File: src/rtl/rbag_pkg.sv
// Shared constants, types and helpers for the block average core.
// No dependencies.
`timescale 1ns / 1ps
package rbag_pkg;

  localparam int MAX_COLUMNS   = 256;
  localparam int MAX_BLOCK_DIM = 256;
  localparam int COL_W    = $clog2(MAX_COLUMNS);
  localparam int SUM_W    = 24;
  localparam int RAM_W    = 3 * SUM_W;
  localparam int CNT_W    = 17;             // bw*bh up to 65536
  localparam int PROD_W   = 16 + SUM_W;
  localparam int DVD_W    = 42;
  localparam int DSR_W    = CNT_W + 16;
  localparam int DIT_W    = $clog2(DVD_W);

  localparam logic [15:0] W_RED   = 16'd13933;
  localparam logic [15:0] W_GREEN = 16'd46872;
  localparam logic [15:0] W_BLUE  = 16'd4732;

  typedef enum logic [2:0] {
    REG_FRAME_WIDTH  = 3'd0,
    REG_FRAME_HEIGHT = 3'd1,
    REG_BLOCK_WIDTH  = 3'd2,
    REG_BLOCK_HEIGHT = 3'd3,
    REG_COLUMNS      = 3'd4,
    REG_ROWS         = 3'd5
  } reg_idx_t;

  typedef enum logic [1:0] {
    OP_LUMA  = 2'd0,
    OP_RED   = 2'd1,
    OP_GREEN = 2'd2,
    OP_BLUE  = 2'd3
  } div_op_t;

  typedef enum logic [6:0] {
    S_IDLE   = 7'b0000001,
    S_ACC    = 7'b0000010,
    S_MUL    = 7'b0000100,
    S_DLOAD  = 7'b0001000,
    S_DITER  = 7'b0010000,
    S_DSTORE = 7'b0100000,
    S_PUSH   = 7'b1000000
  } state_t;

  typedef struct packed {
    logic    capture;
    logic    acc;
    logic    mul_en;
    logic    mul_add;
    logic [1:0] mul_sel;
    logic    div_load;
    logic    div_step;
    logic    div_store;
    div_op_t div_sel;
    logic    push;
  } cmd_t;

  typedef struct packed {
    logic block_end;
    logic out_free;
  } status_t;

  function automatic logic [1:0] glyph_of(input logic [7:0] l);
    logic [1:0] g;
    if (l >= 8'd213)      g = 2'd3;
    else if (l >= 8'd128) g = 2'd2;
    else if (l >= 8'd43)  g = 2'd1;
    else                  g = 2'd0;
    return g;
  endfunction

endpackage

File: src/rtl/rbag_ctrl.sv
// Sequencer for the block average core.
// Depends on rbag_pkg.
`timescale 1ns / 1ps
module rbag_ctrl import rbag_pkg::*; (
  input  logic    clk,
  input  logic    rst_n,
  input  logic    in_valid,
  output logic    in_ready,
  input  status_t sts,
  output cmd_t    cmd
);
  state_t           state_r, state_nxt;
  logic [1:0]       mul_cnt_r, mul_cnt_nxt;
  logic [1:0]       op_r, op_nxt;
  logic [DIT_W-1:0] it_r, it_nxt;

  assign in_ready = (state_r == S_IDLE);

  always_comb begin
    state_nxt   = state_r;
    mul_cnt_nxt = mul_cnt_r;
    op_nxt      = op_r;
    it_nxt      = it_r;
    cmd         = '0;
    cmd.div_sel = div_op_t'(op_r);
    cmd.mul_sel = mul_cnt_r;
    case (state_r)
      S_IDLE: begin
        if (in_valid) begin
          cmd.capture = 1'b1;
          state_nxt   = S_ACC;
        end
      end
      S_ACC: begin
        cmd.acc     = 1'b1;
        mul_cnt_nxt = 2'd0;
        state_nxt   = sts.block_end ? S_MUL : S_IDLE;
      end
      S_MUL: begin
        cmd.mul_en  = (mul_cnt_r != 2'd3);
        cmd.mul_add = (mul_cnt_r != 2'd0);
        mul_cnt_nxt = mul_cnt_r + 2'd1;
        if (mul_cnt_r == 2'd3) begin
          op_nxt    = OP_LUMA;
          state_nxt = S_DLOAD;
        end
      end
      S_DLOAD: begin
        cmd.div_load = 1'b1;
        it_nxt       = '0;
        state_nxt    = S_DITER;
      end
      S_DITER: begin
        cmd.div_step = 1'b1;
        it_nxt       = it_r + 1'b1;
        if (it_r == DIT_W'(DVD_W - 1)) begin
          state_nxt = S_DSTORE;
        end
      end
      S_DSTORE: begin
        cmd.div_store = 1'b1;
        op_nxt        = op_r + 2'd1;
        state_nxt     = (op_r == OP_BLUE) ? S_PUSH : S_DLOAD;
      end
      S_PUSH: begin
        if (sts.out_free) begin
          cmd.push  = 1'b1;
          state_nxt = S_IDLE;
        end
      end
      default: state_nxt = S_IDLE;
    endcase
  end

  always_ff @(posedge clk) begin
    if (!rst_n) begin
      state_r   <= S_IDLE;
      mul_cnt_r <= '0;
      op_r      <= '0;
      it_r      <= '0;
    end else begin
      state_r   <= state_nxt;
      mul_cnt_r <= mul_cnt_nxt;
      op_r      <= op_nxt;
      it_r      <= it_nxt;
    end
  end
endmodule

File: config.mk
export PLATFORM = sky130hd
export DESIGN_NAME = rbag_ctrl
export DESIGN_NICKNAME = d
export VERILOG_FILES = /design/src/rtl/rbag_pkg.sv /design/src/rtl/rbag_ctrl.sv
export SDC_FILE = /design/constraint.sdc
export NUM_CORES = 1
export LEC_CHECK = 0
export BUFFER_PORTS_ARGS = -buffer_cell sky130_fd_sc_hd__buf_2
export CAP_MARGIN = 20
export CELL_PAD_IN_SITES_DETAIL_PLACEMENT = 1
export CELL_PAD_IN_SITES_GLOBAL_PLACEMENT = 1
export CORE_ASPECT_RATIO = 1.2
export CORE_MARGIN = 2
export CORE_UTILIZATION = 43
export CTS_CLUSTER_DIAMETER = 60
export CTS_CLUSTER_SIZE = 10
export DETAILED_ROUTE_END_ITERATION = 16
export PLACE_DENSITY_LB_ADDON = 0.1
export SLEW_MARGIN = 20
export SYNTH_ARGS = -nofsm -noshare
export SYNTH_HDL_FRONTEND = slang
export SYNTH_SLANG_ARGS = --single-unit
File: constraint.sdc
create_clock -name clk -period 2.9 [get_ports clk]
set_input_delay 0.435 -clock clk [delete_from_list [all_inputs] [get_ports clk]]
set_output_delay 0.435 -clock clk [all_outputs]
set_load 0.005 [all_outputs]
# ---- After elaboration in Yosys (flattened, before gate mapping)
# Index checks and enable logic that the tools add are counted.
dict set report word_totals {
  reg_bits 17
  latchBits 0
  mem_bits_rw 0
  romBits 0
  inputBits 5
  output_inout_bits 13
  wordCells 48
  mem_count 0
}
dict set report classes {
  n_addsub 3
  multipliers 0
  n_div 0
  magnitude_cmp 0
  n_eq_ne 15
  shift 0
  n_mux 20
  bitwise 0
  n_reduce_logical 6
}
# operator n
set op_table {}
lappend op_table {{7-bit case mux with 7 select lines} 1}
lappend op_table {{7-bit 2-to-1 mux} 5}
lappend op_table {{6-bit case mux with 2 select lines} 1}
lappend op_table {{2-bit inequality test (second input constant)} 5}
lappend op_table {{1-bit 2-to-1 mux} 8}
lappend op_table {{2-bit case mux with 2 select lines} 2}
lappend op_table {{2-bit nonzero test} 4}
lappend op_table {{7-bit by 1-bit equality test with 1-bit output (second input constant)} 1}
lappend op_table {{7-bit by 2-bit equality test with 1-bit output (second input constant)} 1}
lappend op_table {{7-bit by 3-bit equality test with 1-bit output (second input constant)} 1}
lappend op_table {{7-bit by 4-bit equality test with 1-bit output (second input constant)} 1}
lappend op_table {{7-bit by 5-bit equality test with 1-bit output (second input constant)} 1}
lappend op_table {{7-bit by 6-bit equality test with 1-bit output (second input constant)} 1}
lappend op_table {{7-bit equality test (second input constant)} 1}
lappend op_table {{6-bit by 1-bit adder with 6-bit output (second input constant)} 1}
lappend op_table {{6-bit equality test (second input constant)} 1}
lappend op_table {{2-bit by 1-bit adder with 2-bit output (second input constant)} 2}
lappend op_table {{2-bit equality test (second input constant)} 2}
lappend op_table {{2-bit 2-to-1 mux} 2}
lappend op_table {{4-bit AND reduction} 1}
lappend op_table {{3-bit 2-to-1 mux} 1}
lappend op_table {{2-bit AND reduction} 1}

# ---- Depth between registers and ports, before layout
# Gate-level depths: netlist of run 1.
dict set report logic_depth {
  word_depth 3
  depth_mapped 6
  depth_no_buf 6
}

# ---- Worst setup path after synthesis of run 1
# OpenSTA, ideal clock, no wires.
dict set report synth_path {
  path_kind {flip-flop to output port}
  startpoint {reg state_r[6]}
  endpoint {out cmd[10] (netlist bit)}
  t_arrival_ps 1184
  required_time_ps 2465
  setup_slack_ps 1281
  stages_incl_launch_ff 4
  n_path_buf 0
  cell_sequence {dfxtp_1 nor4_4 nand2b_1 nor3b_1}
}
# element line_no
set synth_lines {}
lappend synth_lines {{start, declared} rbag_ctrl.sv:12} ;# state_t state_r, state_nxt;
lappend synth_lines {{start signal, assigned} rbag_ctrl.sv:82} ;# state_r <= state_nxt;
lappend synth_lines {{end, declared} rbag_ctrl.sv:10} ;# output cmd_t cmd

==> metrics.txt, run 1 <==
Die W=between 50 and 60 um; Rel. slew slack=between 50% and 60%; DP Worst Slack=about 0.9 ns; CTS buffer count=3; Startpoint Class=flop; Setup TNS Final=0 ns; #FFs+latches synth=17; pin slew with the least headroom to its limit=0.655 ns; Row Count=20; Critical R2R Launch=state_r[4]; outcome=completed; r2r setup slk=between 0.9 and 1 ns; DRT Pass-1 Iters=4; EDFF count, synth=0; footprint of the multi-input gates=693 um2; GRT Residual Overflow=0; CP Class=flop to output port; Slew Viols, Final=0; RSZ-0062 raised after global routing=no; worst r2r dst=it_r[4]; Hold Fails Final Rpt=0; largest net degree at the start of global routing=17; global-route wire length before repair=5010 um; Critical Path RT=approximately 2.5 ns; crit-path max cell delay=around 0.53 ns; Netlist cell types=between 40 and 50; final std cells w/o fill=around 190; worst setup path start=state_r[3]; Post-Route WL=just over 3000 um; Yosys warning total=0; Async S/R FF share, synth=0%; Layout Skew=roughly 0.0096 ns; post-DR vias/cell=between 5 and 6; Final setup viols=0; CP bufs+invs=1; Worst Hold Class=input port to flop; Initial Utilization=44.8%; wire per inst=between 15 and 20 um; worst min-delay path startpoint=rst_n; CTS tree=built; min Tclk post-route=2.32 ns; # port buffers=17; Post-DP HPWL=2350 um; Crit. End Element=output port; Syn Nets=around 150; DR vias=roughly 1.1k; final worst-path cycle share=~80%; Post-route DRC=0; sequential area share after synthesis=between 30 and 40%; die height=between 50 and 60 um; initial antenna violation count=0; Clock Sinks=17; max_cap viols=0; Reg clk slew, reported paths=approximately 0.1 ns; GRT Util Overall=22.4%; Synth Instances=roughly 140; CTS Hold Bufs=0; vias in the first global route=roughly 1.1k; Max Clk Rate=around 0.43 GHz; peak supply drop=229 uV; # fillers=340; largest fanout on the critical path=16; Top Family by Delay on Critical Path=simple AND/OR/NAND/NOR gates; top_reg_cell synth=dfxtp_1; hold path cells=2; Post-DRT Antenna Nets=0; synthesized area=around 1100 um2; Hold EP=state_r[0]; WP data arrival=roughly 1.9 ns; Worst-Skew Late Latency=0.31 ns; Worst R2R Path Depth=4; area delta synth->final=10.6%; clock root cell=clkbuf_4; slowest CP cell=dfxtp_1; placed insts=approximately 180; worst path cell trace=nor4_4 > nand2b_1 > nor3b_1 > buf_2; # Post-CTS Setup Buffers=0; Resized cells post-CTS=0; PD cells=about 400 nW/um2; Die ar.=3030 um2; most frequent cells in the layout=buf_2, dfxtp_1, inv_1; syn avg cell area=~7.9 um2; final net count=between 150 and 200; diode count=0; Core ar.=approximately 2500 um2; Final Wtd Congestion=about 0.78; sequential cell area=~340 um2; H-tree depth=1; drt first-iter violations=16; leakage power=0.496 nW; final hold slack=between 0.3 and 0.4 ns; largest buffer count on any clock path=2; layout cells sized above 1=between 10% and 20%; Top Ports=18; Final Worst Setup Slack=slightly below 0.6 ns
kinds of logic (layout without fill, tap and decap cells):
group                      after synthesis  after routing  synth area share [%]
DFF                                     17             17                  30.4
xor gates and xnor gates                 1              1                 0.782
adders and majority gates                5              5                  5.59
and+or+nand+nor                         62             62                  35.5
buffers and inverters                   21             35                  7.71
AOI/OAI and AO/OA                       35             35                  20.0
layout make-up:
type                    count  share of cell area [%]
multi-input cells         103                    56.0
flip-flops and latches     17                    27.5
repair buffers             17                    6.87
inverters                  14                    4.24
well taps                  33                    3.33
clock buffers               4                    2.12
power breakdown:
| group | leakage (nW) | internal, mW | total, mW | switching, mW |
|---|---|---|---|---|
| Sequential | 0.137 | 0.240 | 0.264 | 0.0242 |
| Combinational | 0.344 | 0.0388 | 0.0943 | 0.0556 |
| Clock | 0.0150 | 0.0537 | 0.140 | 0.0859 |
| Total | 0.496 | 0.332 | 0.498 | 0.166 |
metal layers:
metal	GRT usage (%)	part of all wire, %
met4	11.6	2.8
met3	3.50	1.7
met5	0	0
met1	23.4	43
met2	43.0	53
cell usage after synthesis, types with 2 or more instances:
master,number,area share [%]
ha_1,5,5.6
or4_1,2,1.3
a21oi_1,13,5.8
nand3_1,5,2.2
a211oi_1,2,1.3
nor2_1,12,4.0
and3_1,3,1.7
o21ai_0,6,2.7
o21a_1,2,1.3
nor4b_1,4,3.1
nand2_1,10,3.4
dfxtp_1,17,30
nand3b_1,2,1.3
o211ai_1,2,1.3
and2_1,3,1.7
o221ai_1,2,1.6
clkbuf_1,3,1.0
nand4_1,4,2.2
o311ai_0,2,1.6
nor3b_1,3,2.0
inv_1,14,4.7
buf_2,3,1.3
or2_2,2,1.1
sequential cells by signal, summed over array words and instances, names as in the netlist:
register   cells
it_r           6
state_r        7
op_r           2
mul_cnt_r      2
worst reg2reg max path, cell delays in order (launching register included):
cell and delay [ns]:
dfxtp_1 0.65, nor4b_4 0.39, nand2_2 0.18, or4_1 0.51, a21oi_1 0.15
worst max path at each step:
| stage | to | cells past startpoint |
|---|---|---|
| global route | cmd[10] | 4 |
| finish | cmd[10] | 4 |
| CTS | cmd[10] | 4 |
| detailed placement | cmd[10] | 4 |
| floorplan | cmd[10] | 3 |
| global placement | cmd[10] | 4 |
per-stage QoR:
step	utilization [%]	power [mW]	area, um2
floorplan	-	0.331	1120
global route	49.5	0.527	1240
global placement	48.4	0.358	1210
detailed placement	48.4	0.364	1210
finish	49.5	0.498	1240
CTS	49.5	0.502	1240
No activity file was read; power rests on OpenSTA's default activity.
==> run 2: changes to the inputs <==
Settings changed: CORE_UTILIZATION 43 to 36.
Clock period 2.9 ns to 2.1 ns, I/O delays scaled along.
==> metrics.txt, run 2 (same netlist as run 1, synthesis figures left out) <==
largest net degree at the start of global routing=14 (-3); Crit. End Element=output port; max_cap viols=0 (unchanged); drt first-iter violations=26 (+10); diode count=0 (unchanged); footprint of the multi-input gates=698 um2 (+0.72%); worst r2r dst=it_r[5]; DP Area=1230 um2 (+1.5%); Post-DRT Antenna Nets=0 (unchanged); commonest non-fill, non-tap cell in the layout=buf_2; peak supply drop=438 uV (+91%); Initial Utilization=37.0% (-7.8 points); Max Clk Rate=~0.5 GHz; clock root cell=clkbuf_4; die height=65.1 um (+8.7%); Die W=54.9 um (+8.6%); CTS buffer count=3 (unchanged); vias in the first global route=1048 (-4.8%); wire per inst=16.1 um (-0.17%); Setup TNS Final=0 ns (unchanged); Final setup viols=0 (unchanged); Hold Fails Final Rpt=0 (unchanged); worst min-delay path startpoint=rst_n; Slew Viols, Final=0 (unchanged); final net count=172 (+3.6%); Final Wtd Congestion=0.792 (+1.8%); post-DR vias/cell=5.76 (-0.72%); r2r setup slk=0.25 ns (-0.73 ns); initial antenna violation count=0 (unchanged); area delta synth->final=15.6%; WP data arrival=1.65 ns (-0.23 ns); Critical R2R Launch=state_r[4]; largest fanout on the critical path=7 (-9); Rel. slew slack=62.8% (+6.5 points); Top Ports=18 (unchanged); Post-Route WL=3180 um (+4.6%); Hold EP=state_r[0]; layout cells sized above 1=22.4% (+5.6 points); DRT Pass-1 Iters=4 (unchanged); Reg clk slew, reported paths=0.11 ns (about the same); RSZ-0062 raised after global routing=no; sequential cell area=342 um2 (+0.37%); Most flops, register=state_r; Worst-Skew Late Latency=0.30 ns (about the same); global-route wire length before repair=5040 um (+0.68%); # port buffers=17 (unchanged); leakage power=0.527 nW (+6.2%); GRT Util Overall=19.1% (-3.3 points); # fillers=401 (+18%); Post-route DRC=0 (unchanged); Largest register FFs=7 (unchanged); Layout Skew=0.00108 ns (-0.00847 ns); Worst R2R Path Depth=4 (unchanged); GRT Residual Overflow=0 (unchanged); outcome=completed; Worst Hold Class=input port to flop; Startpoint Class=flop; CTS tree=built; hold path cells=2 (unchanged); min Tclk post-route=about 2.0 ns; post-route cell area=1290 um2 (+4.5%); Row Count=22 (+10%); final worst-path cycle share=93.8%; Critical Path RT=1.78 ns (-0.69 ns); PD cells=544 nW/um2 (+35%); DR vias=1134 (+4.0%); H-tree depth=1 (unchanged); pin slew with the least headroom to its limit=0.557 ns (-0.0977 ns); Core ar.=3030 um2 (+21%); most frequent cells in the layout=buf_2, dfxtp_1, inv_1; Clock Sinks=17 (unchanged); Largest regs=state_r x7, it_r x6; Die ar.=3570 um2 (+18%); CP Class=flop to output port; Post-DP HPWL=2350 um (unchanged); largest buffer count on any clock path=2 (unchanged)
[run 2: changes by cell type in the layout (fill, tap and decap cells not counted)]
| cell | previous run | this run |
|---|---|---|
| nor2_1 | 12 | 10 |
| dfxtp_1 | 17 | 16 |
| dfxtp_2 | 0 | 1 |
| nor2_2 | 0 | 2 |
| clkinv_2 | 0 | 1 |
| clkbuf_1 | 1 | 0 |
| buf_4 | 0 | 6 |
[run 2: final cells by class]
cell class	instances	share of cell area, %
clock buffers	3	1.74
clock inverters	1	0.386
inverters	14	4.06
multi-input cells	103	53.9
flip-flops and latches	17	26.4
well taps	36	3.48
repair buffers	23	10.0
[run 2: where the power goes]
| group | leakage [nW] | switching, mW | internal, mW |
|---|---|---|---|
| Combinational | 0.371 | 0.0775 | 0.0679 |
| Clock | 0.0177 | 0.122 | 0.0710 |
| Sequential | 0.138 | 0.0353 | 0.331 |
[run 2: worst max-delay path, cell delays in order, from the launching register on]
cell	delay [ns]
dfxtp_1	0.42
nor4_4	0.40
nand2b_1	0.18
nor3b_1	0.21
buf_2	0.14
[run 2: per-stage QoR]
stage / hold slack, ns / instances / utilization, % / power [mW] / setup slack (ns)
after floorplan: 0.394 / 141 / - / 0.457 / 0.574
after global placement: 0.484 / 189 / 40.7 / 0.501 / 0.352
after detailed placement: 0.493 / 189 / 40.7 / 0.501 / 0.251
after CTS: 0.269 / 194 / 41.8 / 0.687 / 0.0539
after global routing: 0.280 / 197 / 42.8 / 0.740 / 0.0170
final: 0.258 / 197 / 42.8 / 0.705 / 0.131
[run 2: layer usage]
metal | global-route usage, % | vias up | share of wire (%)
li1 | - | 549 | -
met1 | 27.5 | 564 | 50
met3 | 2.27 | 4 | 2.2
met5 | 0 | - | 0
met2 | 30.4 | 17 | 47
met4 | 3.66 | 0 | 1.1
[run 2: worst max path at each step]
stage                           from       to  slack [ns]  cells past startpoint
after global placement    state_r[4]  it_r[5]        0.35                      4
after global routing      state_r[6]  cmd[10]        0.02                      4
after CTS                 state_r[2]   cmd[5]        0.05                      4
final                     state_r[6]  cmd[10]        0.13                      4
after floorplan           state_r[5]  it_r[4]        0.57                      5
after detailed placement  state_r[4]  it_r[5]        0.25                      4
[run 2: what timing repair did]
| action | 4_1_cts | 5_1_grt |
|---|---|---|
| buffers inserted | 1 | 3 |
| endpoints found under the setup margin | 1 | 6 |
| resized for setup | 0 | 3 |
| hold buffers | 0 | 0 |
| pin swaps | 1 | 1 |
